==> config.mk <==
export PLATFORM = sky130hd
export DESIGN_NAME = ambient_light_backlight_dimmer_unit
export DESIGN_NICKNAME = d
export VERILOG_FILES = /design/src/rtl/core/alb_pkg.sv /design/src/rtl/core/alb_window.sv /design/src/rtl/core/alb_sermul.sv /design/src/rtl/core/alb_serdiv.sv /design/src/rtl/core/ambient_light_backlight_dimmer_unit.sv
export SDC_FILE = /design/constraint.sdc
export NUM_CORES = 2
export LEC_CHECK = 0
export ABC_AREA = 1
export BUFFER_PORTS_ARGS = -buffer_cell sky130_fd_sc_hd__buf_2
export CAP_MARGIN = 0
export CORE_MARGIN = 5
export CORE_UTILIZATION = 30
export DETAILED_ROUTE_END_ITERATION = 16
export GPL_TIMING_DRIVEN = 1
export HOLD_SLACK_MARGIN = 0.06
export MAX_ROUTING_LAYER = met4
export PLACE_DENSITY = 0.48
export SKIP_LAST_GASP = 1
export SYNTH_ARGS = -nofsm -noshare
export SYNTH_HDL_FRONTEND = slang
export SYNTH_SLANG_ARGS = --single-unit
==> constraint.sdc <==
create_clock -name clk -period 8.25 [get_ports clk]
set_input_delay 1.2375 -clock clk [delete_from_list [all_inputs] [get_ports clk]]
set_output_delay 1.2375 -clock clk [all_outputs]
set_load 0.1 [all_outputs]
==> src/rtl/core/alb_pkg.sv <==
// alb_pkg: shared widths, register indexes, reset values and the window status type
// for the ambient light backlight dimmer. no dependencies.
package alb_pkg;

	localparam int REG_W = 12;
	localparam int LVL_W = 8;
	localparam int PCT_W = 7;
	localparam int SHF_W = 3;
	localparam int IDX_W = 3;
	localparam int SQ_W  = 2 * REG_W;
	localparam int NUM_W = SQ_W + LVL_W;

	localparam logic [IDX_W-1:0] REG_SENSOR_LOW   = 3'd0;
	localparam logic [IDX_W-1:0] REG_SENSOR_HIGH  = 3'd1;
	localparam logic [IDX_W-1:0] REG_MIN_LEVEL    = 3'd2;
	localparam logic [IDX_W-1:0] REG_MAX_LEVEL    = 3'd3;
	localparam logic [IDX_W-1:0] REG_SMOOTH_SHIFT = 3'd4;
	localparam logic [IDX_W-1:0] REG_ACTIVE_HIGH  = 3'd5;
	localparam logic [IDX_W-1:0] REG_BL_ENABLED   = 3'd6;

	localparam logic [REG_W-1:0] SENSOR_LOW_RST   = 12'd200;
	localparam logic [REG_W-1:0] SENSOR_HIGH_RST  = 12'd2000;
	localparam logic [LVL_W-1:0] MIN_LEVEL_RST    = 8'd51;
	localparam logic [LVL_W-1:0] MAX_LEVEL_RST    = 8'd255;
	localparam logic [SHF_W-1:0] SMOOTH_SHIFT_RST = 3'd3;
	localparam logic [LVL_W-1:0] LEVEL_RST        = 8'd128;
	localparam logic [LVL_W-1:0] LEVEL_FULL       = 8'd255;

	typedef struct packed {
		logic done;
		logic full;
	} win_stat_t;

endpackage

==> src/rtl/core/alb_window.sv <==
// alb_window: circular sample window in a one-port memory with running sum,
// write slot and wrap flag; the old entry is read before it is overwritten. uses alb_pkg.
module alb_window #(
	parameter int DEPTH = 100,
	parameter int SAMPLE_BITS = 12,
	localparam int CNT_W = $clog2(DEPTH),
	localparam int SUM_W = SAMPLE_BITS + $clog2(DEPTH)
) (
	input  logic                   clk,
	input  logic                   arst_n,
	input  logic                   go,
	input  logic [SAMPLE_BITS-1:0] sample,
	output alb_pkg::win_stat_t     stat,
	output logic [CNT_W-1:0]       slot,
	output logic [SUM_W-1:0]       sum
);

	logic [SAMPLE_BITS-1:0] mem_q [DEPTH];
	logic [SAMPLE_BITS-1:0] old_q;
	logic [SAMPLE_BITS-1:0] smp_q;
	logic                   pend_q;
	logic                   full_q;
	logic [CNT_W-1:0]       slot_q;
	logic [SUM_W-1:0]       sum_q;
	logic [SUM_W-1:0]       old_ext;

	// read old entry, then overwrite it
	always_ff @(posedge clk) begin
		if (go) begin
			old_q <= mem_q[slot_q];
			smp_q <= sample;
		end
		if (pend_q) begin
			mem_q[slot_q] <= smp_q;
		end
	end

	assign old_ext = full_q ? SUM_W'(old_q) : '0;

	always_ff @(posedge clk or negedge arst_n) begin
		if (!arst_n) begin
			pend_q <= 1'b0;
			full_q <= 1'b0;
			slot_q <= '0;
			sum_q  <= '0;
		end else begin
			pend_q <= go;
			if (pend_q) begin
				sum_q <= sum_q - old_ext + SUM_W'(smp_q);
				if (slot_q == CNT_W'(DEPTH - 1)) begin
					slot_q <= '0;
					full_q <= 1'b1;
				end else begin
					slot_q <= slot_q + 1'b1;
				end
			end
		end
	end

	assign stat.done = pend_q;
	assign stat.full = full_q;
	assign slot      = slot_q;
	assign sum       = sum_q;

endmodule

==> src/rtl/core/alb_sermul.sv <==
// alb_sermul: bit-serial shift-add multiplier, one multiplier bit per cycle,
// msb first. no dependencies.
module alb_sermul #(
	parameter int A_W = 24,
	parameter int B_W = 12,
	localparam int P_W = A_W + B_W
) (
	input  logic           clk,
	input  logic           arst_n,
	input  logic           start,
	input  logic [A_W-1:0] a,
	input  logic [B_W-1:0] b,
	output logic           done,
	output logic [P_W-1:0] prod
);

	localparam int CW = $clog2(B_W + 1);

	logic [A_W-1:0] a_q;
	logic [B_W-1:0] b_q;
	logic [P_W-1:0] acc_q;
	logic [CW-1:0]  cnt_q;
	logic           busy_q;
	logic           done_q;

	always_ff @(posedge clk) begin
		if (start) begin
			a_q   <= a;
			b_q   <= b;
			acc_q <= '0;
		end else if (busy_q) begin
			acc_q <= {acc_q[P_W-2:0], 1'b0} + (b_q[B_W-1] ? P_W'(a_q) : P_W'(0));
			b_q   <= {b_q[B_W-2:0], 1'b0};
		end
	end

	always_ff @(posedge clk or negedge arst_n) begin
		if (!arst_n) begin
			cnt_q  <= '0;
			busy_q <= 1'b0;
			done_q <= 1'b0;
		end else begin
			done_q <= 1'b0;
			if (start) begin
				cnt_q  <= CW'(B_W);
				busy_q <= 1'b1;
			end else if (busy_q) begin
				cnt_q <= cnt_q - 1'b1;
				if (cnt_q == CW'(1)) begin
					busy_q <= 1'b0;
					done_q <= 1'b1;
				end
			end
		end
	end

	assign done = done_q;
	assign prod = acc_q;

endmodule

==> src/rtl/core/alb_serdiv.sv <==
// alb_serdiv: bit-serial restoring divider, one quotient bit per cycle.
// divisor must be nonzero. no dependencies.
module alb_serdiv #(
	parameter int N_W = 32,
	parameter int D_W = 24
) (
	input  logic           clk,
	input  logic           arst_n,
	input  logic           start,
	input  logic [N_W-1:0] dividend,
	input  logic [D_W-1:0] divisor,
	output logic           done,
	output logic [N_W-1:0] quotient
);

	localparam int CW = $clog2(N_W + 1);

	logic [D_W-1:0] rem_q;
	logic [D_W-1:0] dvs_q;
	logic [N_W-1:0] quo_q;
	logic [CW-1:0]  cnt_q;
	logic           busy_q;
	logic           done_q;
	logic [D_W:0]   shifted;
	logic [D_W+1:0] trial;
	logic           ge;

	assign shifted = {rem_q, quo_q[N_W-1]};
	assign trial   = {1'b0, shifted} - {2'b00, dvs_q};
	assign ge      = !trial[D_W+1];

	always_ff @(posedge clk) begin
		if (start) begin
			rem_q <= '0;
			dvs_q <= divisor;
			quo_q <= dividend;
		end else if (busy_q) begin
			rem_q <= ge ? trial[D_W-1:0] : shifted[D_W-1:0];
			quo_q <= {quo_q[N_W-2:0], ge};
		end
	end

	always_ff @(posedge clk or negedge arst_n) begin
		if (!arst_n) begin
			cnt_q  <= '0;
			busy_q <= 1'b0;
			done_q <= 1'b0;
		end else begin
			done_q <= 1'b0;
			if (start) begin
				cnt_q  <= CW'(N_W);
				busy_q <= 1'b1;
			end else if (busy_q) begin
				cnt_q <= cnt_q - 1'b1;
				if (cnt_q == CW'(1)) begin
					busy_q <= 1'b0;
					done_q <= 1'b1;
				end
			end
		end
	end

	assign done     = done_q;
	assign quotient = quo_q;

endmodule

==> src/rtl/core/ambient_light_backlight_dimmer_unit.sv <==
// ambient_light_backlight_dimmer_unit: top level, sequencer around the sample window, a
// serial multiplier and a serial divider. uses alb_pkg, alb_window, alb_sermul and alb_serdiv.
// each beat runs up to two serial divides and three serial multiplies; without a store
// the window write is skipped, and a divide is skipped for an empty window or low >= high;
// one item in flight, next beat taken in the cycle after the result loads
// reset (async, active low): registers to defaults, level 128, window empty, storage not cleared
module ambient_light_backlight_dimmer_unit #(
	parameter int WINDOW_DEPTH = 100,
	parameter int SAMPLE_BITS = 12
) (
	input  logic                             clk,
	input  logic                             arst_n,
	input  logic                             in_valid,
	output logic                             in_stall,
	input  logic [SAMPLE_BITS-1:0]           sensor_sample,
	input  logic                             store_sample,
	output logic                             out_valid,
	input  logic                             out_stall,
	output logic [alb_pkg::LVL_W-1:0]        level,
	output logic [alb_pkg::PCT_W-1:0]        level_percent,
	output logic [alb_pkg::LVL_W-1:0]        pwm_duty,
	output logic                             duty_valid,
	input  logic                             cfg_valid,
	output logic                             cfg_ready,
	input  logic [alb_pkg::IDX_W-1:0]        cfg_index,
	input  logic [alb_pkg::REG_W-1:0]        cfg_data
);

	localparam int REG_W = alb_pkg::REG_W;
	localparam int LVL_W = alb_pkg::LVL_W;
	localparam int SQ_W  = alb_pkg::SQ_W;
	localparam int NUM_W = alb_pkg::NUM_W;
	localparam int CNT_W = $clog2(WINDOW_DEPTH);
	localparam int SUM_W = SAMPLE_BITS + CNT_W;
	localparam int CMP_W = (SAMPLE_BITS > REG_W) ? SAMPLE_BITS : REG_W;
	localparam int DVD_W = (SUM_W > NUM_W) ? SUM_W : NUM_W;
	localparam int DVS_W = ((CNT_W + 1) > SQ_W) ? (CNT_W + 1) : SQ_W;
	localparam int MP_W  = SQ_W + REG_W;
	localparam int TGT_W = 17;
	localparam int DIF_W = TGT_W + 1;
	localparam int PX_W  = 15;

	typedef enum logic [3:0] {
		ST_IDLE,
		ST_WIN,
		ST_AVG,
		ST_ADIV,
		ST_CLAMP,
		ST_SQD,
		ST_SQS,
		ST_MULR,
		ST_QDIV,
		ST_LVL,
		ST_OUT
	} state_t;

	state_t state_q;

	logic [REG_W-1:0]         sensor_low_q;
	logic [REG_W-1:0]         sensor_high_q;
	logic [LVL_W-1:0]         min_level_q;
	logic [LVL_W-1:0]         max_level_q;
	logic [alb_pkg::SHF_W-1:0] smooth_shift_q;
	logic                     active_high_q;
	logic                     bl_enabled_q;

	logic [SAMPLE_BITS-1:0]   smp_q;
	logic [SAMPLE_BITS-1:0]   v_q;
	logic [REG_W-1:0]         span_q;
	logic [SQ_W-1:0]          d2_q;
	logic [SQ_W-1:0]          s2_q;
	logic [NUM_W-1:0]         q_q;
	logic [LVL_W-1:0]         cur_q;

	logic                     win_go_q;
	logic                     mul_go_q;
	logic [SQ_W-1:0]          mul_a_q;
	logic [REG_W-1:0]         mul_b_q;
	logic                     div_go_q;
	logic [DVD_W-1:0]         div_n_q;
	logic [DVS_W-1:0]         div_d_q;

	logic                     out_valid_q;
	logic [LVL_W-1:0]         level_q;
	logic [alb_pkg::PCT_W-1:0] pct_q;
	logic [LVL_W-1:0]         duty_q;
	logic                     duty_valid_q;

	alb_pkg::win_stat_t       win_stat;
	logic [CNT_W-1:0]         win_slot;
	logic [SUM_W-1:0]         win_sum;
	logic                     mul_done;
	logic [MP_W-1:0]          mul_p;
	logic                     div_done;
	logic [DVD_W-1:0]         div_q;

	logic [REG_W-1:0]         vc;
	logic [REG_W-1:0]         span;
	logic [REG_W-1:0]         dabs;
	logic [LVL_W-1:0]         range_pos;
	logic [LVL_W-1:0]         lvl_next;
	logic [alb_pkg::PCT_W-1:0] pct_next;
	logic [LVL_W-1:0]         duty_next;
	logic                     in_acc;

	alb_window #(
		.DEPTH(WINDOW_DEPTH),
		.SAMPLE_BITS(SAMPLE_BITS)
	) u_window (
		.clk(clk),
		.arst_n(arst_n),
		.go(win_go_q),
		.sample(smp_q),
		.stat(win_stat),
		.slot(win_slot),
		.sum(win_sum)
	);

	alb_sermul #(
		.A_W(SQ_W),
		.B_W(REG_W)
	) u_mul (
		.clk(clk),
		.arst_n(arst_n),
		.start(mul_go_q),
		.a(mul_a_q),
		.b(mul_b_q),
		.done(mul_done),
		.prod(mul_p)
	);

	alb_serdiv #(
		.N_W(DVD_W),
		.D_W(DVS_W)
	) u_div (
		.clk(clk),
		.arst_n(arst_n),
		.start(div_go_q),
		.dividend(div_n_q),
		.divisor(div_d_q),
		.done(div_done),
		.quotient(div_q)
	);

	// sensor clamp, offset magnitude and span
	always_comb begin
		logic [CMP_W-1:0] v_ext;
		logic [CMP_W-1:0] lo_ext;
		logic [CMP_W-1:0] hi_ext;
		logic [CMP_W-1:0] t1;
		logic [CMP_W-1:0] t2;
		logic [REG_W:0]   dsig;
		logic [REG_W:0]   dneg;
		v_ext  = CMP_W'(v_q);
		lo_ext = CMP_W'(sensor_low_q);
		hi_ext = CMP_W'(sensor_high_q);
		t1     = (v_ext < lo_ext) ? lo_ext : v_ext;
		t2     = (t1 > hi_ext) ? hi_ext : t1;
		vc     = t2[REG_W-1:0];
		dsig   = {1'b0, vc} - {1'b0, sensor_low_q};
		dneg   = (REG_W + 1)'(0) - dsig;
		dabs   = dsig[REG_W] ? dneg[REG_W-1:0] : dsig[REG_W-1:0];
		span   = (sensor_high_q > sensor_low_q) ? (sensor_high_q - sensor_low_q) :
			REG_W'(1);
	end

	assign range_pos = (max_level_q >= min_level_q) ? (max_level_q - min_level_q) : '0;

	// approach step and level clamp
	always_comb begin
		logic [TGT_W-1:0]        tgt;
		logic signed [DIF_W-1:0] diff;
		logic signed [DIF_W-1:0] step;
		logic signed [DIF_W-1:0] nxt;
		logic signed [DIF_W-1:0] lo_c;
		logic signed [DIF_W-1:0] hi_c;
		if (|q_q[NUM_W-1:16]) begin
			tgt = '1;
		end else begin
			tgt = TGT_W'(min_level_q) + TGT_W'(q_q[15:0]);
		end
		diff = $signed({1'b0, tgt}) - $signed(DIF_W'(cur_q));
		step = diff >>> smooth_shift_q;
		nxt  = $signed(DIF_W'(cur_q)) + step;
		lo_c = $signed(DIF_W'(min_level_q));
		hi_c = $signed(DIF_W'(max_level_q));
		if (nxt < lo_c) begin
			nxt = lo_c;
		end
		if (nxt > hi_c) begin
			nxt = hi_c;
		end
		lvl_next = nxt[LVL_W-1:0];
	end

	// percent as floor(x/255) with x = level*100
	always_comb begin
		logic [PX_W-1:0] x;
		logic [PX_W-1:0] t;
		x = {1'b0, cur_q, 6'b0} + {2'b0, cur_q, 5'b0} + {5'b0, cur_q, 2'b0};
		t = x + PX_W'(1) + (x >> 8);
		pct_next = t[PX_W-1:8];
	end

	always_comb begin
		if (!bl_enabled_q) begin
			duty_next = '0;
		end else if (active_high_q) begin
			duty_next = cur_q;
		end else begin
			duty_next = alb_pkg::LEVEL_FULL - cur_q;
		end
	end

	assign in_acc = in_valid && !in_stall;

	always_ff @(posedge clk or negedge arst_n) begin
		if (!arst_n) begin
			state_q        <= ST_IDLE;
			sensor_low_q   <= alb_pkg::SENSOR_LOW_RST;
			sensor_high_q  <= alb_pkg::SENSOR_HIGH_RST;
			min_level_q    <= alb_pkg::MIN_LEVEL_RST;
			max_level_q    <= alb_pkg::MAX_LEVEL_RST;
			smooth_shift_q <= alb_pkg::SMOOTH_SHIFT_RST;
			active_high_q  <= 1'b1;
			bl_enabled_q   <= 1'b1;
			cur_q          <= alb_pkg::LEVEL_RST;
			smp_q          <= '0;
			v_q            <= '0;
			span_q         <= '0;
			d2_q           <= '0;
			s2_q           <= '0;
			q_q            <= '0;
			win_go_q       <= 1'b0;
			mul_go_q       <= 1'b0;
			mul_a_q        <= '0;
			mul_b_q        <= '0;
			div_go_q       <= 1'b0;
			div_n_q        <= '0;
			div_d_q        <= '0;
			out_valid_q    <= 1'b0;
			level_q        <= '0;
			pct_q          <= '0;
			duty_q         <= '0;
			duty_valid_q   <= 1'b0;
		end else begin
			win_go_q <= 1'b0;
			mul_go_q <= 1'b0;
			div_go_q <= 1'b0;
			if (out_valid_q && !out_stall) begin
				out_valid_q <= 1'b0;
			end
			if (cfg_valid) begin
				unique case (cfg_index)
					alb_pkg::REG_SENSOR_LOW:   sensor_low_q   <= cfg_data;
					alb_pkg::REG_SENSOR_HIGH:  sensor_high_q  <= cfg_data;
					alb_pkg::REG_MIN_LEVEL:    min_level_q    <= cfg_data[LVL_W-1:0];
					alb_pkg::REG_MAX_LEVEL:    max_level_q    <= cfg_data[LVL_W-1:0];
					alb_pkg::REG_SMOOTH_SHIFT: smooth_shift_q <= cfg_data[alb_pkg::SHF_W-1:0];
					alb_pkg::REG_ACTIVE_HIGH:  active_high_q  <= cfg_data[0];
					alb_pkg::REG_BL_ENABLED:   bl_enabled_q   <= cfg_data[0];
					default: ;
				endcase
			end
			unique case (state_q)
				ST_IDLE: begin
					if (in_acc) begin
						smp_q <= sensor_sample;
						if (store_sample) begin
							win_go_q <= 1'b1;
							state_q  <= ST_WIN;
						end else begin
							state_q <= ST_AVG;
						end
					end
				end
				ST_WIN: begin
					if (win_stat.done) begin
						state_q <= ST_AVG;
					end
				end
				ST_AVG: begin
					if (win_stat.full || (win_slot != '0)) begin
						div_go_q <= 1'b1;
						div_n_q  <= DVD_W'(win_sum);
						div_d_q  <= win_stat.full ? DVS_W'(WINDOW_DEPTH) : DVS_W'(win_slot);
						state_q  <= ST_ADIV;
					end else begin
						v_q     <= smp_q;
						state_q <= ST_CLAMP;
					end
				end
				ST_ADIV: begin
					if (div_done) begin
						v_q     <= div_q[SAMPLE_BITS-1:0];
						state_q <= ST_CLAMP;
					end
				end
				ST_CLAMP: begin
					span_q   <= span;
					mul_go_q <= 1'b1;
					mul_a_q  <= SQ_W'(dabs);
					mul_b_q  <= dabs;
					state_q  <= ST_SQD;
				end
				ST_SQD: begin
					if (mul_done) begin
						d2_q     <= mul_p[SQ_W-1:0];
						mul_go_q <= 1'b1;
						mul_a_q  <= SQ_W'(span_q);
						mul_b_q  <= span_q;
						state_q  <= ST_SQS;
					end
				end
				ST_SQS: begin
					if (mul_done) begin
						s2_q     <= mul_p[SQ_W-1:0];
						mul_go_q <= 1'b1;
						mul_a_q  <= d2_q;
						mul_b_q  <= REG_W'(range_pos);
						state_q  <= ST_MULR;
					end
				end
				ST_MULR: begin
					if (mul_done) begin
						if (sensor_low_q < sensor_high_q) begin
							div_go_q <= 1'b1;
							div_n_q  <= DVD_W'(mul_p[NUM_W-1:0]);
							div_d_q  <= DVS_W'(s2_q);
							state_q  <= ST_QDIV;
						end else begin
							q_q     <= mul_p[NUM_W-1:0];
							state_q <= ST_LVL;
						end
					end
				end
				ST_QDIV: begin
					if (div_done) begin
						q_q     <= div_q[NUM_W-1:0];
						state_q <= ST_LVL;
					end
				end
				ST_LVL: begin
					cur_q   <= lvl_next;
					state_q <= ST_OUT;
				end
				ST_OUT: begin
					if (!out_valid_q || !out_stall) begin
						out_valid_q  <= 1'b1;
						level_q      <= cur_q;
						pct_q        <= pct_next;
						duty_q       <= duty_next;
						duty_valid_q <= bl_enabled_q;
						state_q      <= ST_IDLE;
					end
				end
				default: state_q <= ST_IDLE;
			endcase
		end
	end

	assign in_stall      = (state_q != ST_IDLE);
	assign cfg_ready     = 1'b1;
	assign out_valid     = out_valid_q;
	assign level         = level_q;
	assign level_percent = pct_q;
	assign pwm_duty      = duty_q;
	assign duty_valid    = duty_valid_q;

endmodule

Yosys cells after proc, flatten, opt, wreduce, memory -nomap -nowiden

Memory sizes are Yosys's and may differ from the RTL's. A register that Yosys moved wholly into a read port is not among the register bits.
Index checks and enable logic that the tools add are counted.

Register bits after elaboration: 495
RAM bits: 1200
Input port bits: 33
Output and inout port bits: 27
Logic and storage cells: 222
Memories: 1

Add/sub/neg operators: 19
$lt $le $gt $ge: 7
Equality and inequality tests: 31
Shift-type cells: 1
Mux-type cells: 82
Reduce and logical (&&, ||, !) cells: 37

Memory list:

| memory         | depth | bits a word | read ports | clocked after Yosys merged registers in | write ports | RTL line         | RTL |
|---|---|---|---|---|---|---|---|
| u_window.mem_q | 100   | 12          | 1          | 1                                       | 1           | alb_window.sv:18 | `logic [SAMPLE_BITS-1:0] mem_q [DEPTH];` |

Operators with widths:

| cell                                    | number |
|---|---|
| 2-to-1 mux 32 bit                       | 8 |
| 2-to-1 mux 24 bit                       | 7 |
| 2-to-1 mux 12 bit                       | 11 |
| case mux 32 bit (2 select lines)        | 2 |
| case mux 24 bit (3 select lines)        | 1 |
| case mux 24 bit (2 select lines)        | 1 |
| case mux 4 bit (11 select lines)        | 1 |
| 2-to-1 mux 4 bit                        | 10 |
| case mux 12 bit (3 select lines)        | 1 |
| adder 32 x 24 -> 32 bit                 | 1 |
| 2-to-1 mux 8 bit                        | 4 |
| subtractor 25 x 24 -> 26 bit            | 1 |
| 2-to-1 mux 1 bit                        | 25 |
| greater-than comparator 12 bit          | 2 |
| < comparator 12 bit                     | 2 |
| case mux 12 bit (2 select lines)        | 1 |
| AND reduction 2 bit                     | 12 |
| adder 19 x 12 -> 19 bit                 | 1 |
| subtractor 19 bit                       | 1 |
| adder 9 x 18 -> 18 bit                  | 1 |
| greater-than comparator 18 x 9 -> 1 bit | 1 |
| < comparator 18 x 9 -> 1 bit            | 1 |
| 2-to-1 mux 18 bit                       | 1 |
| >>> shifter 18 x 3 -> 18 bit            | 1 |
| 46 further kinds                        | 80 |

Depth between registers and ports, before layout

Word-level depth: 9
Gate-level depth with buffers: 56
Depth with buffers taken out: 55

By module

Synthesis repeated with hierarchy kept, for this count alone.

Cells, all modules: 8944
Area total of the unflattened synthesis: 81434.4 um^2

Modules (own cells, without submodules):

| module                              | instances | cells each | area each (um^2) |
|---|---|---|---|
| alb_window                          | 1         | 5027       | 52878.2 |
| ambient_light_backlight_dimmer_unit | 1         | 2450       | 18245.0 |
| alb_serdiv                          | 1         | 761        | 5489.0 |
| alb_sermul                          | 1         | 706        | 4822.1 |

Worst setup path after synthesis

OpenSTA, ideal clock, no wires.

Path type: reg2reg
Start: register min_level_q[0]
End: register cur_q[2]
Library setup time: 118 ps
Arrival: 7376 ps
Setup slack: 756 ps
Stages on the path, launching flop included: 50
Path buffers: 1
Cells stage by stage: dfstp_2 ha_1 fa_1 or2_2 fa_1 a21oi_1 o21bai_1 nand2_1 nand3_1 nor2_1 nand2_1 nand2_1 o21ai_1 o21ai_0 nand2_1 o21ai_0 o21ai_0 ha_1 (+14 left out) nand3_2 nor3b_1 ha_1 clkbuf_1 o21ai_0 inv_1 ha_1 a21oi_1 o21ai_0 a21oi_1 nor2_1 a211o_1 o21ai_0 nand2_4 nand2_8 nand2_1 nand3_1 nand2_1

Word-level cells in the longest chain between the ends: 9

RTL lines:

| element                                 | RTL line                                   | RTL |
|---|---|---|
| start: declaration                      | ambient_light_backlight_dimmer_unit.sv:61  | `logic [LVL_W-1:0] min_level_q;` |
| start signal: assignment                | ambient_light_backlight_dimmer_unit.sv:222 | `min_level_q <= alb_pkg::MIN_LEVEL_RST;` |
| start signal: assignment                | ambient_light_backlight_dimmer_unit.sv:257 | `alb_pkg::REG_MIN_LEVEL: min_level_q <= cfg_data[LVL_W-1:0];` |
| adder 8 x 16 -> 17 bit                  | ambient_light_backlight_dimmer_unit.sv:180 | `tgt = TGT_W'(min_level_q) + TGT_W'(q_q[15:0]);` |
| 2-to-1 mux 17 bit                       | ambient_light_backlight_dimmer_unit.sv:177 | `if (\|q_q[NUM_W-1:16]) begin` |
| subtractor 17 x 8 -> 18 bit             | ambient_light_backlight_dimmer_unit.sv:182 | `diff = $signed({1'b0, tgt}) - $signed(DIF_W'(cur_q));` |
| >>> shifter 18 x 3 -> 18 bit            | ambient_light_backlight_dimmer_unit.sv:183 | `step = diff >>> smooth_shift_q;` |
| adder 9 x 18 -> 18 bit                  | ambient_light_backlight_dimmer_unit.sv:184 | `nxt = $signed(DIF_W'(cur_q)) + step;` |
| < comparator 18 x 9 -> 1 bit            | ambient_light_backlight_dimmer_unit.sv:187 | `if (nxt < lo_c) begin` |
| 2-to-1 mux 18 bit *                     | ambient_light_backlight_dimmer_unit.sv:187 |  |
| greater-than comparator 18 x 9 -> 1 bit | ambient_light_backlight_dimmer_unit.sv:190 | `if (nxt > hi_c) begin` |
| 2-to-1 mux 8 bit *                      | ambient_light_backlight_dimmer_unit.sv:190 |  |
| end signal: assignment                  | ambient_light_backlight_dimmer_unit.sv:227 | `cur_q <= alb_pkg::LEVEL_RST;` |
| end signal: assignment                  | ambient_light_backlight_dimmer_unit.sv:344 | `cur_q <= lvl_next;` |
| end: declaration                        | ambient_light_backlight_dimmer_unit.sv:73  | `logic [LVL_W-1:0] cur_q;` |

Mark *: on every way between the ends. The rest lies on a longest branch, timed or not.
A chain may end at the register's enable or synchronous reset.

Worst setup path in the final report

Start: register min_level_q[0]
End: register cur_q[4]

Same word-level chain as after synthesis.

==> out/metrics.cfg <==
[sta]
period_share_pct = 92.26
hold_slack_ps = 364.4
slew_viol_final = 0
max_slew_margin_pct = 10.22
finalHoldViolCount = 0
tns_ps = 0
finalSetupViolCount = 0
clock_skew_ps = 74.55
worst_slew_pin_slew_ps = 1339
fmaxAchievable_mhz = 131.4
fin_crit_ps = 7612
setup_slack_ps = 638.2

[die]
fp-row-count = 181
fp.dieArea_sq_mm = 0.2553
pin_count = 60
coreArea_sq_mm = 0.2437
dieWidth_microns = 505.3
die_height_microns = 505.3
initial_utilization_pct = 30.20

[grt]
antenna_found_initial = 4
grt_pass1_wl_mm = 328.3
grt_pass1_vias = 49104
grt_max_degree = 167
gr-usage-all-layers_pct = 17.30
grt_overflow_total = 0

[final_layout]
finish.net_count = 6777
final_area_sq_mm = 0.08468
final.fill_count = 24269
syn_to_final_growth_pct = 15.06
drive_gt1_share_pct = 10.05
n_antenna_cell = 0
fin_util_pct = 34.75
final_cells = 9886

[routing]
top_layer = met4
wl_met3_mm = 10.81
wire_per_inst_microns = 22.26
drtAntennaViolNets = 0
drt-initial-drc-count = 4471
routed_wl_mm = 220.1
drcViolationCount = 0
vias_per_cell = 5.033
met2_length_mm = 105.1
first_pass_iters = 6
vias = 49756
drt-met1-wl_mm = 99.84

[setup_path]
startpoint_type = register
crit_arrival_ps = 8320
cp.required_ps = 8950
crit_fanout = 8
cp_slowest_cell = dfstp_2
endpoint_kind = register
path_common_cell = nand2_1
path_class = reg -> reg
max_stage_delay_ps = 530

[placed_design]
place_inst = 9546
placed_area_sq_mm = 0.07871
io_buffers = 58
pre_cts_slack_ps = 78.33
hpwl_mm = 137.5
gp_congestion = 0.8473

[cts]
cts_tree = yes
clockRootBuffer = clkbuf_16
cts_inserted_buffers = 182
clk_latency_ps = 870
clk_pin_slew_ps = 60
clockBufferDepth = 3
clock-sinks = 1707
h-tree-depth = 4

[power_and_ir_drop]
power_density_mw_per_mm2 = 373.9
irDropWorstVdd_v = 0.0003527
p_leak_nw = 31.65
power_mw = 31.67

[logic_synthesis]
synth_fa_ha_area_share_pct = 3.842
yosys.area_share.xor_xnor_pct = 1.035
synth_top_family_by_area = simple AND/OR/NAND/NOR gates
synth_nets = 6595
yosysUniqueCellTypes = 71
synth.avg_cell_area_sq_um = 11.59
yosys_warnings = 0
synth-edff-count = 1316
synth_ff_type = edfxtp_1
postSynthCellCount = 6351
ys_seq_elements = 1707
ys_seq_area_share_pct = 66.65
synthSimpleGateAreaFrac_pct = 12.69
synth.mux.area_fraction_pct = 0.02720
synth_compound_area_share_pct = 11.75
synthArstFlopShare_pct = 19.63
syn_area_sq_mm = 0.07360

[hold_path]
hold_class = in -> async

[status]
status = completed

[flow_run]
cap_viol_max_count = 0

==> power breakdown <==
part / internal (mW) / switching, mW / leakage [nW] / total, mW
Combinational: 3.98 / 8.38 / 12.3 / 12.4
Clock: 4.43 / 3.52 / 2.80 / 7.95
Sequential: 10.5 / 0.827 / 16.6 / 11.4
==> worst max-delay path, delay by kind of cell (launching register included) <==
family,cells,cell delay [ps]
buffers and inverters,3,170
DFF,1,530
and+or+nand+nor,21,2410
AOI/OAI and AO/OA,15,2110
xor gates and xnor gates,1,160
adders and majority gates,7,2140
==> cells in the mapped netlist, types with 21 or more instances <==
library cell	instances	area share [%]
o22ai_1	41	0.35
xor2_1	66	0.79
clkbuf_1	223	1.1
dfxtp_1	56	1.5
edfxtp_1	1316	54
fa_1	25	0.68
a22o_1	104	1.2
nor2_1	399	2.0
nand3_1	225	1.5
a31oi_1	97	0.82
a221oi_1	162	1.9
ha_1	186	3.2
buf_1	44	0.22
dfrtp_1	309	11
nand2_1	1415	7.2
a21oi_1	217	1.5
a22oi_1	172	1.8
xnor2_1	21	0.25
nand4_1	112	0.95
dfstp_2	26	0.93
nor3_1	34	0.23
inv_1	477	2.4
o21ai_0	354	2.4
==> placed cells by master (no fill, tap or decap), types with 24 or more instances in the layout <==
cell,instances
nand2_1,1409
edfxtp_1,1316
inv_1,475
nor2_1,373
o21ai_0,335
dfrtp_1,307
nand3_1,224
a21oi_1,217
buf_4,207
clkbuf_16,182
ha_1,181
a22oi_1,172
a221oi_1,162
nand4_1,112
a22o_1,104
a31oi_1,97
xor2_1,64
clkbuf_1,58
buf_2,57
dfxtp_1,56
clkinv_1,49
o22ai_1,41
nor2_2,28
o21ai_1,28
nor3_1,27
dfstp_2,26
fa_1,25
clkinv_2,24
==> area by class of cell <==
| class | count | area, sq um | share of cell area (%) |
|---|---|---|---|
| Timing Repair Buffer | 274 | 2034 | 2.402 |
| Tap cell | 3202 | 4006 | 4.731 |
| Sequential cell | 1707 | 49060 | 57.93 |
| Clock buffer | 251 | 4923 | 5.814 |
| Clock inverter | 84 | 865.8 | 1.022 |
| Multi-Input combinational cell | 3865 | 21910 | 25.87 |
| Inverter | 503 | 1888 | 2.230 |
==> what timing repair did <==
action / 4_1_cts / 5_1_grt
setup buffers: 0 / 5
gates resized for setup: 0 / 52
hold endpoints to repair: 0 / 0
hold buffers: 0 / 0
endpoints found under the setup margin: 0 / 8
==> kinds of logic after synthesis <==
family | Yosys count
AND/OR/NAND/NOR | 2257
adder cells (fa/ha/maj) | 211
AO/OA/AOI/OAI | 1307
buffers and inverters | 779
multiplexers | 2
other | 1
XOR/XNOR | 87
flip-flops | 1707
==> routing by layer <==
metal | track usage (%) | up-vias
li1 | - | 23218
met1 | 23.25 | 25061
met2 | 27.96 | 1209
met3 | 2.470 | 268
met4 | 3.761 | 0
met5 | - | -
==> final timing paths <==
| kind | endpoint | slack (ps) | cells after the start | from |
|---|---|---|---|---|
| min in group clk | u_div.dvs_q[2]$_DFFE_PP_ | 440 | 0 | div_d_q[2]$_DFFE_PN0P_ |
| max | cur_q[4]$_DFFE_PN0P_ | 640 | 47 | min_level_q[0]$_DFFE_PN1P_ |
| max in group asynchronous | div_go_q$_DFF_PN0_ | 6330 | 2 | arst_n |
| max reg2reg | cur_q[4]$_DFFE_PN0P_ | 640 | 47 | min_level_q[0]$_DFFE_PN1P_ |
| min | level_percent[6]$_DFFE_PN0P_ | 360 | 1 | arst_n |
| min reg2reg | u_div.dvs_q[2]$_DFFE_PP_ | 440 | 0 | div_d_q[2]$_DFFE_PN0P_ |
==> flip-flops by register name, indices dropped and copies added, names as in the netlist, 19 cells and up <==
signal,count
u_mul.prod,32
div_d_q,24
u_mul.a_q,24
d2_q,24
u_div.quotient,32
q_q,32
mul_a_q,24
u_div.rem_q,24
u_div.dvs_q,24
u_window.sum,19
div_n_q,32
s2_q,24
u_window.mem_q,1200
No activity file was read; power rests on OpenSTA's default activity.
